`config.mk`:
```
export PLATFORM = sky130hd
export DESIGN_NAME = pqtq_cell
export DESIGN_NICKNAME = d
export VERILOG_FILES = /design/src/hdl/pqtq_pkg.sv /design/src/hdl/pqtq_cell.sv
export SDC_FILE = /design/constraint.sdc
export NUM_CORES = 1
export LEC_CHECK = 0
export BUFFER_PORTS_ARGS = -buffer_cell sky130_fd_sc_hd__buf_4
export CORE_MARGIN = 3
export CORE_UTILIZATION = 49
export DETAILED_ROUTE_END_ITERATION = 6
export GPL_TIMING_DRIVEN = 0
export PLACE_DENSITY = 0.87
export SYNTH_ARGS = -nofsm -noshare
export SYNTH_HDL_FRONTEND = slang
export SYNTH_SLANG_ARGS = --single-unit
export TNS_END_PERCENT = 10
```
`constraint.sdc`:
```
create_clock -name clk -period 9.9 [get_ports clk]
set_input_delay 2.475 -clock clk [delete_from_list [all_inputs] [get_ports clk]]
set_output_delay 2.475 -clock clk [all_outputs]
set_load 0.005 [all_outputs]
```
`src/hdl/pqtq_pkg.sv`:
```
// ----------------------------------------------------------------------------
// pqtq_pkg: shared types and constants of the periodic quantum timeout queue
// Field widths, operation and result codes, queue entry and cell command types.
// ----------------------------------------------------------------------------
package pqtq_pkg;

    localparam int TIME_W    = 64;
    localparam int THR_W     = 5;
    localparam int FUNC_W    = 2;
    localparam int KIND_W    = 2;
    localparam int STAT_W    = 2;
    localparam int PER_W     = 32;
    localparam int S_TDATA_W = 72;
    localparam int M_TDATA_W = 72;
    localparam int REM_CNT_W = 6;

    localparam logic [PER_W-1:0] PERIOD_RESET = 32'd1000000;

    localparam logic [FUNC_W-1:0] FUNC_START  = 2'd0;
    localparam logic [FUNC_W-1:0] FUNC_ADD    = 2'd1;
    localparam logic [FUNC_W-1:0] FUNC_CANCEL = 2'd2;
    localparam logic [FUNC_W-1:0] FUNC_EXPIRE = 2'd3;

    localparam logic [KIND_W-1:0] KIND_REPLY    = 2'd0;
    localparam logic [KIND_W-1:0] KIND_DEADLINE = 2'd1;
    localparam logic [KIND_W-1:0] KIND_WAKE     = 2'd2;

    localparam logic [STAT_W-1:0] STAT_OK     = 2'd0;
    localparam logic [STAT_W-1:0] STAT_QUEUED = 2'd1;
    localparam logic [STAT_W-1:0] STAT_FULL   = 2'd2;
    localparam logic [STAT_W-1:0] STAT_EARLY  = 2'd3;

    typedef logic [1:0] cell_op_t;
    localparam cell_op_t CELL_HOLD   = 2'd0;
    localparam cell_op_t CELL_INSERT = 2'd1;
    localparam cell_op_t CELL_REMOVE = 2'd2;
    localparam cell_op_t CELL_POP    = 2'd3;

    typedef struct packed {
        logic [TIME_W-1:0] wake_time;
        logic [THR_W-1:0]  thread;
    } entry_t;

    typedef struct packed {
        cell_op_t op;
        entry_t   key;
    } cell_cmd_t;

    // Flags that ripple from a cell to its right-hand neighbor
    typedef struct packed {
        logic ahead;    // this entry sorts ahead of the key
        logic hit;      // this or an earlier cell holds the key's thread
    } cell_link_t;

endpackage

```
`src/hdl/pqtq_cell.sv`:
```
// ----------------------------------------------------------------------------
// pqtq_cell: one slot of the sorted timeout queue
// Holds one entry; inserts, removes or pops by trading with its neighbors.
// ----------------------------------------------------------------------------
module pqtq_cell
(
    input  logic                    clk,
    input  pqtq_pkg::cell_cmd_t     cmd,
    input  logic                    occ,
    input  pqtq_pkg::entry_t        left_entry,
    input  pqtq_pkg::cell_link_t    left_link,
    input  pqtq_pkg::entry_t        right_entry,
    output pqtq_pkg::entry_t        entry,
    output pqtq_pkg::cell_link_t    link,
    output logic                    le
);

    pqtq_pkg::entry_t entry_reg;
    pqtq_pkg::entry_t entry_next;
    logic             lt;
    logic             eq;
    logic             match;

    assign lt    = entry_reg.wake_time < cmd.key.wake_time;
    assign eq    = entry_reg.wake_time == cmd.key.wake_time;
    assign match = occ && (entry_reg.thread == cmd.key.thread);

    assign link.ahead = occ && (lt || (eq && (entry_reg.thread < cmd.key.thread)));
    assign link.hit   = left_link.hit | match;
    assign le         = lt | eq;
    assign entry      = entry_reg;

    always_comb
    begin
        unique case (cmd.op)
            pqtq_pkg::CELL_HOLD:
                entry_next = entry_reg;
            pqtq_pkg::CELL_INSERT:
            begin
                // keep, take the key, or shift right from the left neighbor
                if (link.ahead)
                    entry_next = entry_reg;
                else if (left_link.ahead)
                    entry_next = cmd.key;
                else
                    entry_next = left_entry;
            end
            pqtq_pkg::CELL_REMOVE:
                entry_next = link.hit ? right_entry : entry_reg;
            pqtq_pkg::CELL_POP:
                entry_next = right_entry;
            default:
                entry_next = entry_reg;
        endcase
    end

    always_ff @(posedge clk)
    begin
        entry_reg <= entry_next;
    end

endmodule

```
# Word level (Yosys, flattened, before mapping)
# Index checks and enable logic that the tools add are counted.
# W data, S select, Z words.
# op_classes
bitwise,3
n_eq_ne,7
n_reduce_logical,6
n_lt_le_gt_ge,2
muxes,4
# ops
operator,n
$mux W69,3
$pmux W69 S3,1
$eq A64 B64 Y1,1
$lt A64 B64 Y1,1
$eq A5 B5 Y1,1
$lt A5 B5 Y1,1
$eq A2 B2 Y1 const B,2
$ne A2 B2 Y1 const B,2
$logic_and A1 B1 Y1,3
$reduce_and A3 Y1,1
$eq A2 B1 Y1 const B,1
$logic_not A2 Y1,1
$or A1 B1 Y1,2
$logic_or A1 B1 Y1,1
$not A1 Y1,1
# word_totals
ff_bits,69
output_inout_bits,72
input_bits,213
elab_cells,24

# Logic depth before layout (Yosys ltp)
# logic_depth
word_depth,6
ltp_mapped,9
depth_no_buf,9

# Worst setup path after synthesis
# No wires, ideal clock.
# synth_timing
path_kind,input -> output
startpoint,input cmd[44] in the netlist's numbering
endpoint,output link[1] in the netlist's numbering
slack_ns,3.303
n_path_buf,0
path_stages,7
arrival_ns,4.122
t_required_ns,7.425
cell_sequence,inv_1 ha_1 nand4_2 nor4_2 nand4_1 or4b_4 a21oi_1
# synth_rtl
element,line_no,rtl
from (decl),pqtq_cell.sv:8,"input pqtq_pkg::cell_cmd_t cmd,"
to (decl),pqtq_cell.sv:14,"output pqtq_pkg::cell_link_t link,"

==> impl_metrics.csv <==
group,metric,value,unit
status,status,"finished, final reports clean",
drt,wirelength,16.96,mm
clock_tree,clock_latency,0.35,ns
yosys,synth-seq-area-share,39.41,%
power,irDropWorstVdd,0.06865,mV
cells_and_area,largest_reg_flops,69,
critical_path,endpoint,"link[1]",
grt,grt_use_total,27.48,%
yosys,synth.avg_cell_area,9.422,µm²
critical_path,r2r-start,"entry[64]",
power,power,921.0,µW
sta,slew_headroom,49.30,%
sta,clock_skew,0.01222,ns
place,port_buffers,282,
critical_path,worst-path-max-fanout,3,
critical_path,reg2regPathDepth,8,
drt,drc,0,
floorplan,core_area,10370,µm²
yosys,ys.flop_type,"edfxtp_1",
grt,overflow,0,
cells_and_area,antenna_cells,0,
critical_path,endpoint_kind,"output pin",
yosys,ys_warn_count,0,
floorplan,start_util,50.70,%
clock_tree,cts_max_level,3,
clock_tree,cts_root_buf,"clkbuf_8",
cells_and_area,drive_gt1_share,35.32,%
critical_path,r2r_end,"entry[45]",
critical_path,critical_path_class,"primary input to output pin",
run,maxCapViolCount,0,
cells_and_area,fin_nets,1134,
place,place_area,7574,µm²
critical_path,reg2reg_slack,6.79,ns
place,place_congestion,0.9339,
power,leakagePower,3.964,nW
drt,avgRoutedWirePerCell,17.11,µm
yosys,yosysMostFrequentCell,"nand2_1",
floorplan,rows,37,
clock_tree,hold_buffers,0,
yosys,synthArstFlopShare,0,%
critical_path,crit_path_start,"cmd[64]",
place,place_hpwl,13.99,mm
grt,grt_max_degree,40,
clock_tree,clock_path_buffers,2,
floorplan,fp.dieArea,12010,µm²
cells_and_area,multi_input_area,2839,µm²
sta,clock.fmax,141.5,MHz
drt,drt_iter0_markers,256,
floorplan,fp.dieW,109.6,µm
place,pre_cts_ws,2.807,ns
critical_path,critPathArrivalTime,4.59,ns
yosys,synth_area,5258,µm²
clock_tree,clkTransAtPathRegs,0.06,ns
drt,drtPass1Iterations,6,
critical_path,crit_required,7.43,ns
clock_tree,cts_tree,"yes",
yosys,ys_ff_latch,69,
yosys,synth_top_area_share,39.41,%
drt,ant_nets,0,
cells_and_area,fin_area,7742,µm²
power,p_per_area,119.0,nW/µm²
clock_tree,cts_resized,0,
yosys,ys_top_cells_by_area,"edfxtp_1 39%, ha_1 16%, mux2i_1 13%",
drt,vias,5359,
yosys,synth_top_cell_by_area,"edfxtp_1",
yosys,syn_inst,558,
cells_and_area,stdcell_count,991,
sta,hold_viol_final,0,
min_path,hp-start,"entry[4]",
yosys,synth_edf_count,69,
sta,slew_viol_final,0,
sta,min_period,7.066,ns
cells_and_area,area.sequential,2072,µm²
floorplan,fp.dieH,109.6,µm
grt,grt_pass1_vias,5436,
yosys,ys_types,29,
sta,tightestPinTransition,0.7605,ns
critical_path,start_kind,"primary input",
sta,rsz0062_at_grt,"no",
yosys,ys_top_cells_by_count,"89 x nand2_1, 81 x o21ai_0, 71 x inv_1",
sta,finalCritPeriodShare,71.37,%
min_path,min_path_type,"flip-flop to flip-flop",
cells_and_area,synthToLayoutAreaGrowth,47.26,%
sta,tns,0,ns
grt,grt_pass1_wl,25.50,mm
cells_and_area,fillers,749,
clock_tree,cts.sinks,69,
sta,setup_slack,2.834,ns
grt,antenna_found_initial,0,
yosys,synth.net_count,840,
place,dp.cells,977,
drt,via_per_inst,5.408,
clock_tree,cts_buffers,9,
floorplan,ioPinCount,285,
clock_tree,post-cts-setup-buffer-count,0,
sta,finalSetupViolCount,0,
## critical path, stage by stage
cell,delay [ns]
buf_4,0.09
inv_1,0.04
ha_1,0.30
nand4_1,0.20
nor4_4,0.39
nand4_1,0.20
or4b_4,0.57
a21oi_1,0.18
buf_4,0.14
## worst min path at each step
| stage | endpoint | slack (ns) | depth (start not counted) |
|---|---|---|---|
| 2_1_floorplan | entry[0] | 2.15 | 6 |
| 3_3_place_gp | entry[8] | 2.56 | 6 |
| 3_5_place_dp | entry[19] | 1.36 | 3 |
| 4_1_cts | entry[40] | 1.38 | 3 |
| 5_1_grt | entry[20] | 1.43 | 3 |
| 6_report | entry[19] | 1.35 | 3 |
## cells in the final DEF, fill, tap and decap left out, types with 9 or more instances in the layout
master and instances:
clkbuf_8 9, edfxtp_1 69, mux2i_1 69, nand2_1 89, a21oi_1 35, clkbuf_1 19
ha_1 69, o21ai_0 81, inv_1 71, buf_4 282, nand4_1 13
## report_power, final
part / switching [mW] / leakage, nW / total [mW] / internal [mW]
Sequential: 0.0214 / 0.694 / 0.392 / 0.371
Clock: 0.104 / 0.0847 / 0.216 / 0.111
Combinational: 0.148 / 3.19 / 0.313 / 0.166
Total: 0.273 / 3.96 / 0.921 / 0.648
## layout make-up
type / instances / share of cell area, %
multi-input combinational: 395 / 36.67
buffer: 23 / 1.147
clock inverter: 4 / 0.5333
timing repair buffer: 283 / 27.60
tap: 136 / 2.198
inverter: 71 / 3.442
clock buffer: 10 / 1.648
sequential: 69 / 26.76
## metrics by stage
stage	hold slack (ns)	utilization, %
after global routing	1.427	74.66
after detailed placement	1.359	73.03
after CTS	1.378	74.66
after global placement	2.558	72.76
after floorplan	2.154	-
final	1.346	74.66
## metal layers
metal | track usage (%) | wire length, µm
met3 | 5.578 | 1332
met5 | 0 | 0
met4 | 9.617 | 435
met2 | 51.31 | 8965
met1 | 30.81 | 6222
## logic make-up after synthesis
| family | Yosys count | synth area share [%] |
|---|---|---|
| AO/OA/AOI/OAI | 130 | 13.18 |
| AND/OR/NAND/NOR | 127 | 11.09 |
| buffers and inverters | 94 | 6.759 |
| multiplexers | 69 | 13.14 |
| adder cells (fa/ha/maj) | 69 | 16.42 |
| flip-flops | 69 | 39.41 |
Note: power is estimated with default switching activity, not from simulation.
