$ cat config.mk
export PLATFORM = sky130hd
export DESIGN_NAME = pqtq_rem
export DESIGN_NICKNAME = d
export VERILOG_FILES = /design/src/hdl/pqtq_pkg.sv /design/src/hdl/pqtq_rem.sv
export SDC_FILE = /design/constraint.sdc
export NUM_CORES = 1
export LEC_CHECK = 0
export BUFFER_PORTS_ARGS = -buffer_cell sky130_fd_sc_hd__buf_2
export CORE_UTILIZATION = 57
export DETAILED_ROUTE_END_ITERATION = 10
export GPL_TIMING_DRIVEN = 0
export PLACE_DENSITY = 0.81
export SLEW_MARGIN = 20
export SYNTH_ARGS = -nofsm -noshare
export SYNTH_HDL_FRONTEND = slang
export SYNTH_SLANG_ARGS = --single-unit
$ cat constraint.sdc
create_clock -name clk -period 3.8 [get_ports clk]
set_clock_uncertainty 0.15 [all_clocks]
set_input_delay 0.38 -clock clk [delete_from_list [all_inputs] [get_ports clk]]
set_output_delay 0.38 -clock clk [all_outputs]
set_load 0.02 [all_outputs]
$ cat src/hdl/pqtq_pkg.sv
// ----------------------------------------------------------------------------
// pqtq_pkg: shared types and constants of the periodic quantum timeout queue
// Field widths, operation and result codes, queue entry and cell command types.
// ----------------------------------------------------------------------------
package pqtq_pkg;

    localparam int TIME_W    = 64;
    localparam int THR_W     = 5;
    localparam int FUNC_W    = 2;
    localparam int KIND_W    = 2;
    localparam int STAT_W    = 2;
    localparam int PER_W     = 32;
    localparam int S_TDATA_W = 72;
    localparam int M_TDATA_W = 72;
    localparam int REM_CNT_W = 6;

    localparam logic [PER_W-1:0] PERIOD_RESET = 32'd1000000;

    localparam logic [FUNC_W-1:0] FUNC_START  = 2'd0;
    localparam logic [FUNC_W-1:0] FUNC_ADD    = 2'd1;
    localparam logic [FUNC_W-1:0] FUNC_CANCEL = 2'd2;
    localparam logic [FUNC_W-1:0] FUNC_EXPIRE = 2'd3;

    localparam logic [KIND_W-1:0] KIND_REPLY    = 2'd0;
    localparam logic [KIND_W-1:0] KIND_DEADLINE = 2'd1;
    localparam logic [KIND_W-1:0] KIND_WAKE     = 2'd2;

    localparam logic [STAT_W-1:0] STAT_OK     = 2'd0;
    localparam logic [STAT_W-1:0] STAT_QUEUED = 2'd1;
    localparam logic [STAT_W-1:0] STAT_FULL   = 2'd2;
    localparam logic [STAT_W-1:0] STAT_EARLY  = 2'd3;

    typedef logic [1:0] cell_op_t;
    localparam cell_op_t CELL_HOLD   = 2'd0;
    localparam cell_op_t CELL_INSERT = 2'd1;
    localparam cell_op_t CELL_REMOVE = 2'd2;
    localparam cell_op_t CELL_POP    = 2'd3;

    typedef struct packed {
        logic [TIME_W-1:0] wake_time;
        logic [THR_W-1:0]  thread;
    } entry_t;

    typedef struct packed {
        cell_op_t op;
        entry_t   key;
    } cell_cmd_t;

    // Flags that ripple from a cell to its right-hand neighbor
    typedef struct packed {
        logic ahead;    // this entry sorts ahead of the key
        logic hit;      // this or an earlier cell holds the key's thread
    } cell_link_t;

endpackage

$ cat src/hdl/pqtq_rem.sv
// ----------------------------------------------------------------------------
// pqtq_rem: iterative remainder unit
// Restoring division, one dividend bit per cycle; yields dividend mod divisor.
// ----------------------------------------------------------------------------
module pqtq_rem
(
    input  logic                         clk,
    input  logic                         rst_n,
    input  logic                         start,
    input  logic [pqtq_pkg::TIME_W-1:0]  dividend,
    input  logic [pqtq_pkg::PER_W-1:0]   divisor,
    output logic                         done,
    output logic [pqtq_pkg::PER_W-1:0]   remainder
);

    logic                              busy_reg;
    logic                              busy_next;
    logic                              done_reg;
    logic                              done_next;
    logic [pqtq_pkg::REM_CNT_W-1:0]    cnt_reg;
    logic [pqtq_pkg::REM_CNT_W-1:0]    cnt_next;
    logic [pqtq_pkg::TIME_W-1:0]       dvd_reg;
    logic [pqtq_pkg::TIME_W-1:0]       dvd_next;
    logic [pqtq_pkg::PER_W-1:0]        dsr_reg;
    logic [pqtq_pkg::PER_W-1:0]        dsr_next;
    logic [pqtq_pkg::PER_W-1:0]        rem_reg;
    logic [pqtq_pkg::PER_W-1:0]        rem_next;
    logic [pqtq_pkg::PER_W:0]          shifted;

    assign shifted = {rem_reg, dvd_reg[pqtq_pkg::TIME_W-1]};

    always_comb
    begin
        busy_next = busy_reg;
        done_next = 1'b0;
        cnt_next  = cnt_reg;
        dvd_next  = dvd_reg;
        dsr_next  = dsr_reg;
        rem_next  = rem_reg;
        if (start)
        begin
            busy_next = 1'b1;
            cnt_next  = '1;
            dvd_next  = dividend;
            dsr_next  = divisor;
            rem_next  = '0;
        end
        else if (busy_reg)
        begin
            // bring down the next bit, subtract where it fits
            if (shifted >= {1'b0, dsr_reg})
                rem_next = pqtq_pkg::PER_W'(shifted - {1'b0, dsr_reg});
            else
                rem_next = shifted[pqtq_pkg::PER_W-1:0];
            dvd_next = {dvd_reg[pqtq_pkg::TIME_W-2:0], 1'b0};
            cnt_next = cnt_reg - 1'b1;
            if (cnt_reg == '0)
            begin
                busy_next = 1'b0;
                done_next = 1'b1;
            end
        end
    end

    always_ff @(posedge clk or negedge rst_n)
    begin
        if (!rst_n)
        begin
            busy_reg <= 1'b0;
            done_reg <= 1'b0;
            cnt_reg  <= '0;
        end
        else
        begin
            busy_reg <= busy_next;
            done_reg <= done_next;
            cnt_reg  <= cnt_next;
        end
    end

    always_ff @(posedge clk)
    begin
        dvd_reg <= dvd_next;
        dsr_reg <= dsr_next;
        rem_reg <= rem_next;
    end

    assign done      = done_reg;
    assign remainder = rem_reg;

endmodule

# Yosys cells after proc, flatten, opt, wreduce, memory -nomap -nowiden
# Cells that the tools add are included.
# op_classes
n_reduce_logical	2
magnitude_cmp	1
add_sub_neg	2
mux	11
# op_table
op	n
two-way mux 64 bit	2
greater-or-equal comparator 33 x 32 -> 1 bit	1
two-way mux 32 bit	1
subtractor 32 bit	1
two-way mux 6 bit	2
zero test 6 bit	1
two-way mux 1 bit	6
subtractor 6 x 1 -> 6 bit, second input constant	1
nonzero test 2 bit	1
# totals
elab_cells	22
regBits	136

# Longest topological paths before layout
# Gate-level depths: netlist of the first run.
# depth
word_depth	4
mapped_depth	14
mapped_depth_nobuf	13

# Least setup slack after synthesis of the first run
# OpenSTA, ideal clock, no wires.
# synth_path
path_type	register -> register
startpoint	register dvd_reg[63] (netlist bit)
endpoint	register rem_reg (netlist bit remainder[28])
path_stages_with_launch	14
path_slack_ns	0.770
setup_ns	0.088
arrival_ns	2.792
cell_sequence	edfxtp_1 -> inv_1 -> ha_1 -> inv_1 -> fa_1 -> a21oi_1 -> o211ai_1 -> a31oi_1 -> a21boi_2 -> a21o_1 -> a2111oi_1 -> o31ai_1 -> a21o_1 -> a311oi_2
# synth_via
elab_chain_cells	2
# synth_lines
item	line_no	source
start, declared	pqtq_rem.sv:22	logic [pqtq_pkg::TIME_W-1:0] dvd_reg;
start signal, assigned	pqtq_rem.sv:83	dvd_reg <= dvd_next;
subtractor 32 bit or greater-or-equal comparator 33 x 32 -> 1 bit (tied branches)	pqtq_rem.sv:52, pqtq_rem.sv:51	
two-way mux 32 bit *	pqtq_rem.sv:51	if (shifted >= {1'b0, dsr_reg})
end signal, assigned	pqtq_rem.sv:85	rem_reg <= rem_next;
end, declared	pqtq_rem.sv:26	logic [pqtq_pkg::PER_W-1:0] rem_reg;
# Mark *: on every way between the ends. The rest lies on a longest branch, timed or not.
# A chain may end at the register's enable or synchronous reset.

# Final worst setup path of the first run
# Same ends and word-level chain as after synthesis.

==> run summary, run 1 <==
In this run the remaining antenna-violating nets after routing total 0. For this block, the via count after detailed routing is 5664. After legalization and detailed placement, the total HPWL measured 11920 um. Sequential fraction of the synthesis area: 49.76%. The worst setup path is captured at a flop.

The completed layout was analyzed and its total power is 6.268 mW. For this run, asynchronously set or reset flops after synthesis account for 5.882%. In this run switching power makes up 35.87% of total power. The mean instance size in the synthesized netlist was 11.50 um^2.

Global routing used 26.91% of the available tracks across all layers. Critical setup path kind: flop to flop. The die is 116.6 um tall. Counting along the longest clock path gives a buffer depth of 2. In the routed layout, each cell is associated on average with a via count of 5.558. The floorplan row count is 41, and the synthesized instance count is 651. The sum of routed wire length over all layers was 17200 um; the final critical-path required period was 3487 ps. Via count of the first global-routing pass: 5693.

Setup violations remaining at the end of the flow were counted as 0. Fill cells in the final layout number 947. In the final design database the tool counted 968 nets.

In the final layout, the share of cells above drive strength 1 is 29.87%. In this run the static leakage power is 3.993 nW. Count of pins over their slew limit: 0. VDD sags by at most 0.3739 mV.

Counting the buffers created by CTS gives 17. The wire length of the first global-routing pass is 27780 um. The path type of the worst min-delay path was primary input to flop. The synthesized design contains 136 register bits.

For this run, the number of Yosys warnings is 0. For this design the total switching power over the nets is 2.249 mW. The count of buffers added on input and output ports is 131. The number of levels in the clock H-tree is 4, and the number of antenna violations at the first check in global routing is 0.

Clock-pin slew was measured on the worst setup and hold paths at 60 ps. STA classifies the critical path startpoint as a flop. The top flip-flop cell by instance count after synthesis is edfxtp_1. 0 antenna diodes ended up in the layout. Placer's final routability congestion estimate: 0.9490. Static timing analysis puts the maximum clock frequency at 286.8 MHz. The number of iterations in the first detailed-routing pass is 4. The worst slew margin relative to its limit came out at 40.44%. The clock network accounts for 27.2% of the total power.

The tools report the maximum number of pins on one net before global-route repair as 65. Power density over the cells: 673.6 nW/um^2. The horizontal die dimension is 116.6 um.

At the pin with the least slew margin, the transition time is 893.4 ps. The root buffer cell chosen for the clock tree is clkbuf_16. When the netlist entered floorplanning its net count stood at 785. Registers are responsible for 32.7% of the overall power. After detailed routing, the average wire length per cell comes to 16.88 um.

Summing every instance area after synthesis gives 7483 um^2. Number of cells after detailed placement: 954. Of the available clock period, the critical path in the final layout requires 91.75%. The flow ran to the end, and the final reports show no timing, DRC or antenna violations. Relative to the synthesized area, the layout overhead comes to 24.34%. Total of max-cap violations: 0.

The TritonCTS sink count was 136; the I/O pin count was 132. Along the worst path, the maximum fanout reaches 3. The total area inside the core boundary comes to 12720 um^2.

STA puts the critical path data required time at 3980 ps. The finished cells cover 9305 um^2. The netlist uses 68 different library cells. The internal power summed over all cells was 4.020 mW. The library cell contributing the largest single delay on the critical path was a2111oi_1. After global routing the overflow that remains totals 0. For the detailed-route DRC error count, the log shows 0.

Cells fill 73.14% of the core in the end. In this run the cell area measured after placement is 8357 um^2. For the worst setup path, the data arrival time is 3660 ps. TritonCTS built the clock tree.

Traced cell by cell, the critical path runs through inv_1 > ha_1 > inv_1 > fa_1 > a21oi_1 > o211ai_1 > a31oi_2 > a21boi_2 > a21o_1 > a2111oi_1 > o31ai_1 > a21o_1 > a311oi_2. Setup repair after global routing left no endpoint under its margin. The largest single stage delay on the critical path is 490 ps. Once the floorplan was initialized, standard cells occupied 58.82% of the core. The number of synthesized flops with an enable pin is 96, and the flip-flop count of the largest register after layout is 64. The area enclosed by the die boundary came out at 13590 um^2. For the count of non-filler cells in the finished layout, the log shows 1019.

The logs give 420 ps for the clock insertion delay at the later pin of the skew report and 0 for the final count of hold timing violations. Combinational cells account for 40.1% of the total power. The first routing iteration left 324 violations. Final hold analysis gives a worst-case slack of 109.1 ps.
through the flow:
stage,TNS [ps],worst slack [ps]
2_1_floorplan,0,769.9
3_3_place_gp,-14260,-225.6
3_5_place_dp,0,235.6
4_1_cts,0,216.6
5_1_grt,0,82.56
6_report,0,313.4
final cells by class:
class	count	area (um^2)	share of cell area, %
inverters	43	163.9	1.761
plain buffers	33	198.9	2.138
repair buffers	164	985.9	10.60
well taps	172	215.2	2.313
clock inverters	12	165.2	1.775
flip-flops and latches	136	3724	40.02
clock buffers	20	446.7	4.800
multi-input cells	439	3406	36.60
layer usage:
| metal | up-vias | part of all wire, % | GRT usage [%] |
|---|---|---|---|
| met1 | 2695 | 42 | 32.01 |
| met3 | 33 | 5.7 | 6.694 |
| met4 | 0 | 1.6 | 9.283 |
| met2 | 176 | 51 | 47.46 |
| li1 | 2760 | - | - |
| met5 | - | 0 | 0 |
cell usage in the layout, fill, tap and decap left out, types with 4 or more instances in the layout:
| master | n |
|---|---|
| xor2_1 | 9 |
| nand3_1 | 10 |
| nand4_1 | 5 |
| nand2b_1 | 9 |
| mux2_2 | 63 |
| nand2_1 | 29 |
| a21o_1 | 13 |
| o211ai_1 | 6 |
| clkbuf_16 | 17 |
| inv_1 | 42 |
| a211oi_1 | 26 |
| dfrtp_1 | 8 |
| o21ai_0 | 18 |
| a31oi_1 | 4 |
| nor2_1 | 54 |
| mux2i_1 | 26 |
| xnor2_1 | 21 |
| nor2b_1 | 4 |
| and3_1 | 5 |
| edfxtp_1 | 96 |
| nor3b_1 | 4 |
| inv_6 | 5 |
| buf_2 | 132 |
| clkbuf_1 | 24 |
| nor3_1 | 7 |
| and2_1 | 6 |
| ha_1 | 34 |
| a21oi_1 | 28 |
| dlygate4sd3_1 | 33 |
| dfxtp_1 | 32 |
logic make-up (layout without fill, tap and decap cells):
group           count (synthesis)  after routing  synth area share, %
simple gates                  149            149                9.848
compound gates                136            136                13.16
flops                         136            136                49.76
mux                            89             89                12.96
buf+inv                        76            272                4.815
fa+ha+maj                      35             35                5.952
xor+xnor                       30             30                3.511
worst paths after layout:
check                              from  cells past startpoint  slack [ps]            end
setup reg to reg            dvd_reg[63]                     13         310  remainder[28]
min in group asynchronous         rst_n                      2         200     cnt_reg[5]
hold reg to reg            remainder[2]                      2         360   remainder[2]
max in group asynchronous         rst_n                      2        3120     cnt_reg[0]
setup / recovery            dvd_reg[63]                     13         310  remainder[28]
hold / removal             dividend[10]                      2         110    dvd_reg[10]
power groups by stage:
stage | logic, mW | registers, mW | clock network (mW)
6_report | 2.51 | 2.05 | 1.71
5_1_grt | 2.76 | 2.08 | 1.78
4_1_cts | 2.49 | 2.05 | 1.73
3_5_place_dp | 2.44 | 2.08 | 0
3_3_place_gp | 2.39 | 2.06 | 0
2_1_floorplan | 1.73 | 2.19 | 0
cell usage after synthesis, types with 4 or more instances:
| cell type | instances | area [um^2] |
|---|---|---|
| inv_1 | 43 | 161.4 |
| nor3b_1 | 4 | 30.03 |
| nor2b_1 | 4 | 25.02 |
| o211ai_1 | 6 | 45.04 |
| edfxtp_1 | 96 | 2883 |
| nor3_1 | 7 | 35.03 |
| ha_1 | 34 | 425.4 |
| nor2_1 | 54 | 202.7 |
| and2_1 | 6 | 37.54 |
| o21ai_0 | 18 | 90.09 |
| nand4_1 | 5 | 31.28 |
| a211oi_1 | 26 | 195.2 |
| clkbuf_1 | 22 | 82.58 |
| and3_1 | 5 | 31.28 |
| a21oi_1 | 28 | 140.1 |
| nand2_1 | 29 | 108.9 |
| xnor2_1 | 21 | 183.9 |
| xor2_1 | 9 | 78.83 |
| mux2i_1 | 26 | 260.3 |
| nand3_1 | 10 | 50.05 |
| a31oi_1 | 5 | 31.28 |
| dfrtp_1 | 8 | 200.2 |
| a21o_1 | 13 | 97.59 |
| dfxtp_1 | 32 | 640.6 |
| mux2_2 | 63 | 709.4 |
| nand2b_1 | 9 | 56.30 |
critical path, delay by kind of cell, from the launching register on:
kind            cells  cell delay (ps)
fa+ha+maj           2              570
flops               1              430
compound gates      9             2110
buf+inv             2              140
repair_timing:
| item | CTS | global route |
|---|---|---|
| hold buffers | 33 | 0 |
| hold endpoints to repair | 40 | 0 |
| gates resized for setup | 0 | 1 |
| endpoints found under the setup margin | 0 | 1 |
| buffers inserted | 0 | 0 |
No activity file was read; power rests on OpenSTA's default activity.
==> run 2: changes to the inputs <==
==> constraint.sdc (replaced) <==
create_clock -name clk -period 3.8 [get_ports clk]
set_clock_uncertainty 0.15 [all_clocks]
set_input_delay 0.76 -clock clk [delete_from_list [all_inputs] [get_ports clk]]
set_output_delay 0.76 -clock clk [all_outputs]
set_load 0.02 [all_outputs]
==> run 2 against run 1 <==
Compared with the run above:
- setup slack improved by 3.0 ps
- fmax hardly changed
- first-iteration DRC count is 9.0% higher
- sequential cell count did not move
- sequential power about the same
- cell count is 3.2% lower
- core utilization down 2.6 points
- global-route usage shrank 0.85 points
- largest cell class unchanged
- worst hold slack lost 87 ps
- register-to-register slack barely moved
- clock-buffer cell count unchanged
==> run summary, run 2 (synthesis gave the netlist of run 1 again) <==
The final route contains 5495 vias. The critical setup path kind was flop to flop. The number of antenna violations at the first check in global routing came out at 0. In this run the standard cell core region covers 12720 um^2.

At the end of routability-driven placement, the weighted congestion stood at 0.9490. The tools report the remaining number of nets flagged by the antenna check after routing as 0. Part of the cycle the worst path needs: 91.67%. The first routing iteration left 353 violations. After clock tree synthesis, the clock-pin slew on the worst setup and hold paths is 60 ps.

The HPWL after detailed placement is 11920 um. For the wire length of the first global-routing pass, the log shows 26860 um. The library cell used most frequently in the layout, excluding fill and tap cells, is buf_2. The floorplan row count was 41; the remaining global-route overflow was 0. Dividing the detail-routed wire length by the instance count gives 16.82 um.

Once placement finished, the instance area stood at 8357 um^2. In this run the power density over the cells is 694.4 nW/um^2. The total power was 6.232 mW; the count of pins over their slew limit was 0. At the pin with the least slew margin, the transition time is 877.0 ps. Counting I/O delays and the setup requirement, the final critical path takes 3484 ps.

Counting both buffers and inverters, the worst setup path holds a total of 2. Number of cells after detailed placement: 954. Layout cell share with drive strength beyond 1: 31.08%. Setup repair after global routing left no endpoint under its margin. After detailed routing, the number of vias per cell comes to 5.573.

The count of non-filler cells in the finished layout was 986. Clock latency on the worst-skew pair, taken at its later pin, is 420 ps. Total CTS buffers: 17.

During I/O placement, the number of pins put on the boundary was 132. Once layout is done, the placed cells without fillers occupy 8975 um^2. The tools report the root buffer cell as clkbuf_16. The tools report the count of antenna diodes in the layout as 0.

Post-CTS setup repair buffer count: 0. Among all stages on the critical path, the largest delay is contributed by a2111oi_1. The final count of hold timing violations was 0; the data arrival time of the critical path was 3660 ps. The tools report the pre-CTS worst setup slack as 235.6 ps. Setup slack closes at 316.4 ps. For this design the static power due to leakage is 3.855 nW. The synthesis-to-layout area growth is 19.93%, and the number of I/O port buffers is 131. The critical path goes through inv_1 > ha_1 > inv_1 > fa_1 > a21oi_1 > o211ai_1 > a31oi_2 > a21boi_2 > a21o_1 > a2111oi_1 > o31ai_1 > a21o_1 > a311oi_2.

The flow ran to the end, and the final reports show no timing, DRC or antenna violations. The worst setup path is captured at a flop. The worst-case IR drop observed on VDD is 0.3721 mV.

The tools report the kind of start point of the critical path as a flop. The kind of cell with the highest combined delay on the critical path is compound AO/OA/AOI/OAI gates. TritonCTS built the clock tree. Leaving out fill and tap cells, the most frequent cells in the layout are buf_2, edfxtp_1, mux2_2.

The clock net in this run drives a total of 136 sinks. Number of levels in the clock H-tree: 4. The global-route usage over all layers was 26.06%. STA puts the critical path data required time at 3980 ps. In this run the worst hold path is classified as primary input to async pin. The flip-flop count of the largest register after layout is 64, and the total of max-cap violations is 0. The largest single stage delay on the critical path is 490 ps. The sum of routed wire length over all layers was 16580 um; the vertical die dimension was 116.6 um. The tools report the worst slew margin relative to its limit as 41.53%.

Before antenna repair, the detailed router went through 5 iterations. In this run the horizontal extent of the chip is 116.6 um. Setup violations remaining at the end of the flow were counted as 0. The total number of nets in the final design was 935. The number of buffers between clock root and the deepest sink was 2.

For the maximum achievable frequency, the log shows 287.1 MHz. The maximum fanout along the worst path was 3. After detailed routing, the number of remaining DRC violations is 0. Entering global routing, the biggest net connects 65 pins. Once the floorplan was initialized, standard cells occupied 58.82% of the core. The via count of the first global-routing pass is 5503, and the area enclosed by the die boundary is 13590 um^2.
-- run 2: report_power, final --
group / switching, mW / leakage (nW) / internal, mW
Sequential: 0.202 / 1.33 / 1.85
Clock: 0.643 / 0.289 / 1.06
Combinational: 1.39 / 2.23 / 1.09
Total: 2.24 / 3.86 / 4.00
-- run 2: cell type report --
type	instances	area (um^2)
timing repair buffer	131	655.6
tap	172	215.2
clock buffer	20	446.7
multi-input combinational	439	3406
sequential	136	3724
clock inverter	12	165.2
fill	987	3747
inverter	43	163.9
buffer	33	198.9
-- run 2: worst reg2reg max path, stage by stage, from the launching register on --
cell	delay (ps)
edfxtp_1	430
inv_1	90
ha_1	170
inv_1	60
fa_1	400
a21oi_1	270
o211ai_1	140
a31oi_2	300
a21boi_2	100
a21o_1	220
a2111oi_1	490
o31ai_1	150
a21o_1	210
a311oi_2	230
-- run 2: per-layer routing --
metal  track usage, %  part of all wire (%)  routed length [um]
met5                0                     0                   0
met2            45.36                    50                8369
met1            31.10                    42                6912
met3            8.147                   7.0                1165
met4            7.257                  0.80                 132
-- run 2: final timing paths --
path                         startpoint            end  slack [ps]  cells after the start
max                         dvd_reg[63]  remainder[28]         320                     13
min                               rst_n     cnt_reg[5]          20                      1
max reg2reg                 dvd_reg[63]  remainder[28]         320                     13
min reg2reg                remainder[2]   remainder[2]         360                      2
max in group asynchronous         rst_n     cnt_reg[0]        3300                      1
min in group clk           remainder[2]   remainder[2]         360                      2
-- run 2: timing repair --
action	in CTS	in global routing
gates resized for setup	0	1
endpoints found under the setup margin	0	1
hold buffers	0	0
-- run 2: stage by stage --
step	hold WS (ps)	utilization, %	setup TNS [ps]
2_1_floorplan	314.4	-	0
3_3_place_gp	351.8	65.67	-38580
3_5_place_dp	356.7	65.69	0
4_1_cts	11.85	70.50	0
6_report	22.26	70.54	0
5_1_grt	18.64	70.54	0
==> run 3: changes to the inputs <==
--- a/config.mk
+++ b/config.mk
@@ -6,10 +6,11 @@
 export NUM_CORES = 1
 export LEC_CHECK = 0
 export BUFFER_PORTS_ARGS = -buffer_cell sky130_fd_sc_hd__buf_2
-export CORE_UTILIZATION = 57
+export CORE_UTILIZATION = 61
+export CTS_CLUSTER_DIAMETER = 120
 export DETAILED_ROUTE_END_ITERATION = 10
 export GPL_TIMING_DRIVEN = 0
-export PLACE_DENSITY = 0.81
+export PLACE_DENSITY = 0.86
 export SLEW_MARGIN = 20
 export SYNTH_ARGS = -nofsm -noshare
 export SYNTH_HDL_FRONTEND = slang
==> constraint.sdc (replaced) <==
create_clock -name clk -period 4.5 [get_ports clk]
set_clock_uncertainty 0.15 [all_clocks]
set_input_delay 0.9 -clock clk [delete_from_list [all_inputs] [get_ports clk]]
set_output_delay 0.9 -clock clk [all_outputs]
set_load 0.02 [all_outputs]
==> run 3 against run 2 <==
Compared with the run above:
- setup slack gained 480 ps
- critical path type unchanged
- clock-buffer cell count shrank 3
- non-clock buffer count unchanged
- combinational power decreased by 15%
- power is 15% lower
- final area shrank 0.40%
- first-iteration DRC count increased by 2.3%
==> run summary, run 3 (synthesis gave the netlist of run 1 again) <==
The maximum single-stage delay on the critical path is 550 ps. The post-CTS setup repair buffer count was 0. Placeable core area: 11960 um^2. The path class of the tightest hold or removal check is primary input to async pin.

Root buffer cell: clkbuf_16. The library cell contributing the largest single delay on the critical path is a2111oi_1. The via count of the first global-routing pass was 5737.

The placer's final routability congestion estimate was 0.9033; the detail-routed net length per standard cell was 17.43 um. The tools report the worst slew margin relative to its limit as 42.34%. At the pin with the least slew margin, the transition time is 864.9 ps. The data arrival time of the critical path is 3880 ps. The logs give 0 for the total of max-cap violations and 136 for the TritonCTS sink count.

For this configuration, the core starts out at a cell density of 62.56%. The run finished with clean final reports. For the global-route usage over all layers, the log shows 27.72%. Adding up every negative setup slack in the final design gives 0 ps. The power density over the cells was 592.4 nW/um^2. In this run the register-to-register setup slack is 800 ps.

The number of buffers and inverters on the critical path is 2. The first detailed-routing pass took 5 iterations. The floorplan has 40 rows. The die covers 12710 um^2.

The clock tree synthesis step divided the H-tree into 4 levels. The signal on the critical path passes through inv_1 > ha_1 > inv_1 > fa_1 > a21oi_1 > o211ai_1 > a31oi_1 > a21boi_2 > a21o_1 > a2111oi_1 > o31ai_1 > a21o_1 > a311oi_2. The worst register-to-register path ends at remainder[28]. The vertical die dimension is 112.8 um, and the number of buffers between clock root and the deepest sink is 2. Kind of capture point of the worst setup path: a flop. Data on the critical path is required at its endpoint by 4680 ps. The number of gates resized after CTS was 0.

The post-route cell area is 8939 um^2. The worst setup path startpoint is dvd_reg[63]. The most critical setup path has its endpoint at remainder[28]. The synthesis-to-layout area growth works out to 19.44%. The worst-case IR drop observed on VDD is 0.3716 mV. Horizontal die dimension: 112.8 um.

The maximum achievable frequency was 270.3 MHz; the via-per-instance ratio was 5.842. The critical path crosses 13 cells after its start point. Measured in cells, the most critical reg-to-reg path has a length of 13. After clock tree synthesis, the clock-pin slew on the worst setup and hold paths is 70 ps. The sum of routed wire length over all layers was 16750 um; the I/O pin count was 132. The startpoint identified for the worst register-to-register timing path is dvd_reg[63].

In this run, CTS created clock tree buffers numbering 17. Kind of start point of the critical path: a flop. The routed layout has 5614 vias. The logs give 65 for the maximum number of pins on one net before global-route repair and 0 for the remaining number of nets flagged by the antenna check after routing.

The critical setup path kind was flop to flop. The number of antenna violations at the first check in global routing is 0. Layout cell share with drive strength beyond 1: 31.08%. The register with the most flip-flops in the layout has 64 of them. The final count of hold timing violations was 0; the setup violation total in the final timing report was 0. The number of I/O port buffers came out at 131. The clock reaches the later pin of the worst-skew pair after 420 ps. After layout, the worst path uses 82.21% of the clock period. In this run, the number of DRC markers left after iteration 0 of detailed routing was 361. The detailed-route DRC error count was 0; the pre-CTS worst setup slack was 895.3 ps.

The total overflow left after global routing is 0. The total of hold buffers inserted after clock tree synthesis is 0. Broken down by cell family, the worst path's largest delay share belongs to compound AO/OA/AOI/OAI gates.

The worst path meets setup with 800.6 ps of slack. The half-perimeter wire length of the detailed placement result is 11840 um. Setup repair after global routing left no endpoint under its margin.

The final critical-path required period was 3699 ps. The tools report the count of antenna diodes in the layout as 0. Commonest non-fill, non-tap cell in the layout: buf_2. In this run the worst path has a maximum fanout of 3. For this design the static power due to leakage is 3.855 nW.

The wire length of the first global-routing pass was 27180 um. The tools report the total number of nets in the final design as 935. The library cells used most frequently in the layout, excluding fill and tap cells, are buf_2, edfxtp_1, mux2_2.

TritonCTS built the clock tree. The cell area reported after detailed placement is 8325 um^2. The run gives 0 as the count of pins over their slew limit.
-- run 3: cell count changes in the layout (fill, tap and decap cells not counted), sizes merged --
cell | before | now
clkbuf | 42 | 39
inv | 48 | 50
clkinvlp | 3 | 4
-- run 3: final cells by class --
cell class | instances | area, um^2
fill | 803 | 3023
multi-input combinational | 439 | 3400
inverter | 43 | 163.9
sequential | 136 | 3724
buffer | 33 | 198.9
clock buffer | 17 | 425.4
timing repair buffer | 131 | 655.6
clock inverter | 15 | 187.7
tap | 147 | 183.9
-- run 3: power by group --
group          switching, mW  leakage (nW)  internal (mW)
registers              0.174          1.33           1.56
logic                   1.19          2.23          0.921
clock network          0.573         0.289          0.884
-- run 3: worst min-delay path by stage --
stage | from | depth (start not counted) | to | slack, ps
5_1_grt | rst_n | 1 | done | 150
6_report | rst_n | 1 | done | 150
2_1_floorplan | cnt_reg[4] | 2 | cnt_reg[4] | 340
3_5_place_dp | remainder[13] | 2 | remainder[13] | 370
3_3_place_gp | remainder[19] | 2 | remainder[19] | 350
4_1_cts | rst_n | 1 | done | 140
-- run 3: per-stage QoR --
step / hold slack (ps) / util [%] / std cells / power (mW)
global placement: 351.1 / 69.58 / 929 / 3.744
finish: 151.9 / 74.73 / 961 / 5.295
detailed placement: 368.5 / 69.60 / 929 / 3.822
global route: 149.7 / 74.73 / 961 / 5.554
floorplan: 343.5 / - / 651 / 3.311
CTS: 141.8 / 74.73 / 961 / 5.293
-- run 3: routing by layer --
metal	part of all wire [%]	vias up	routed length [um]	track usage [%]
li1	-	2694	-	-
met1	40	2673	6617	30.70
met2	50	212	8359	48.48
met3	8.2	35	1365	9.427
met4	2.4	0	404	12.18
met5	0	-	0	0
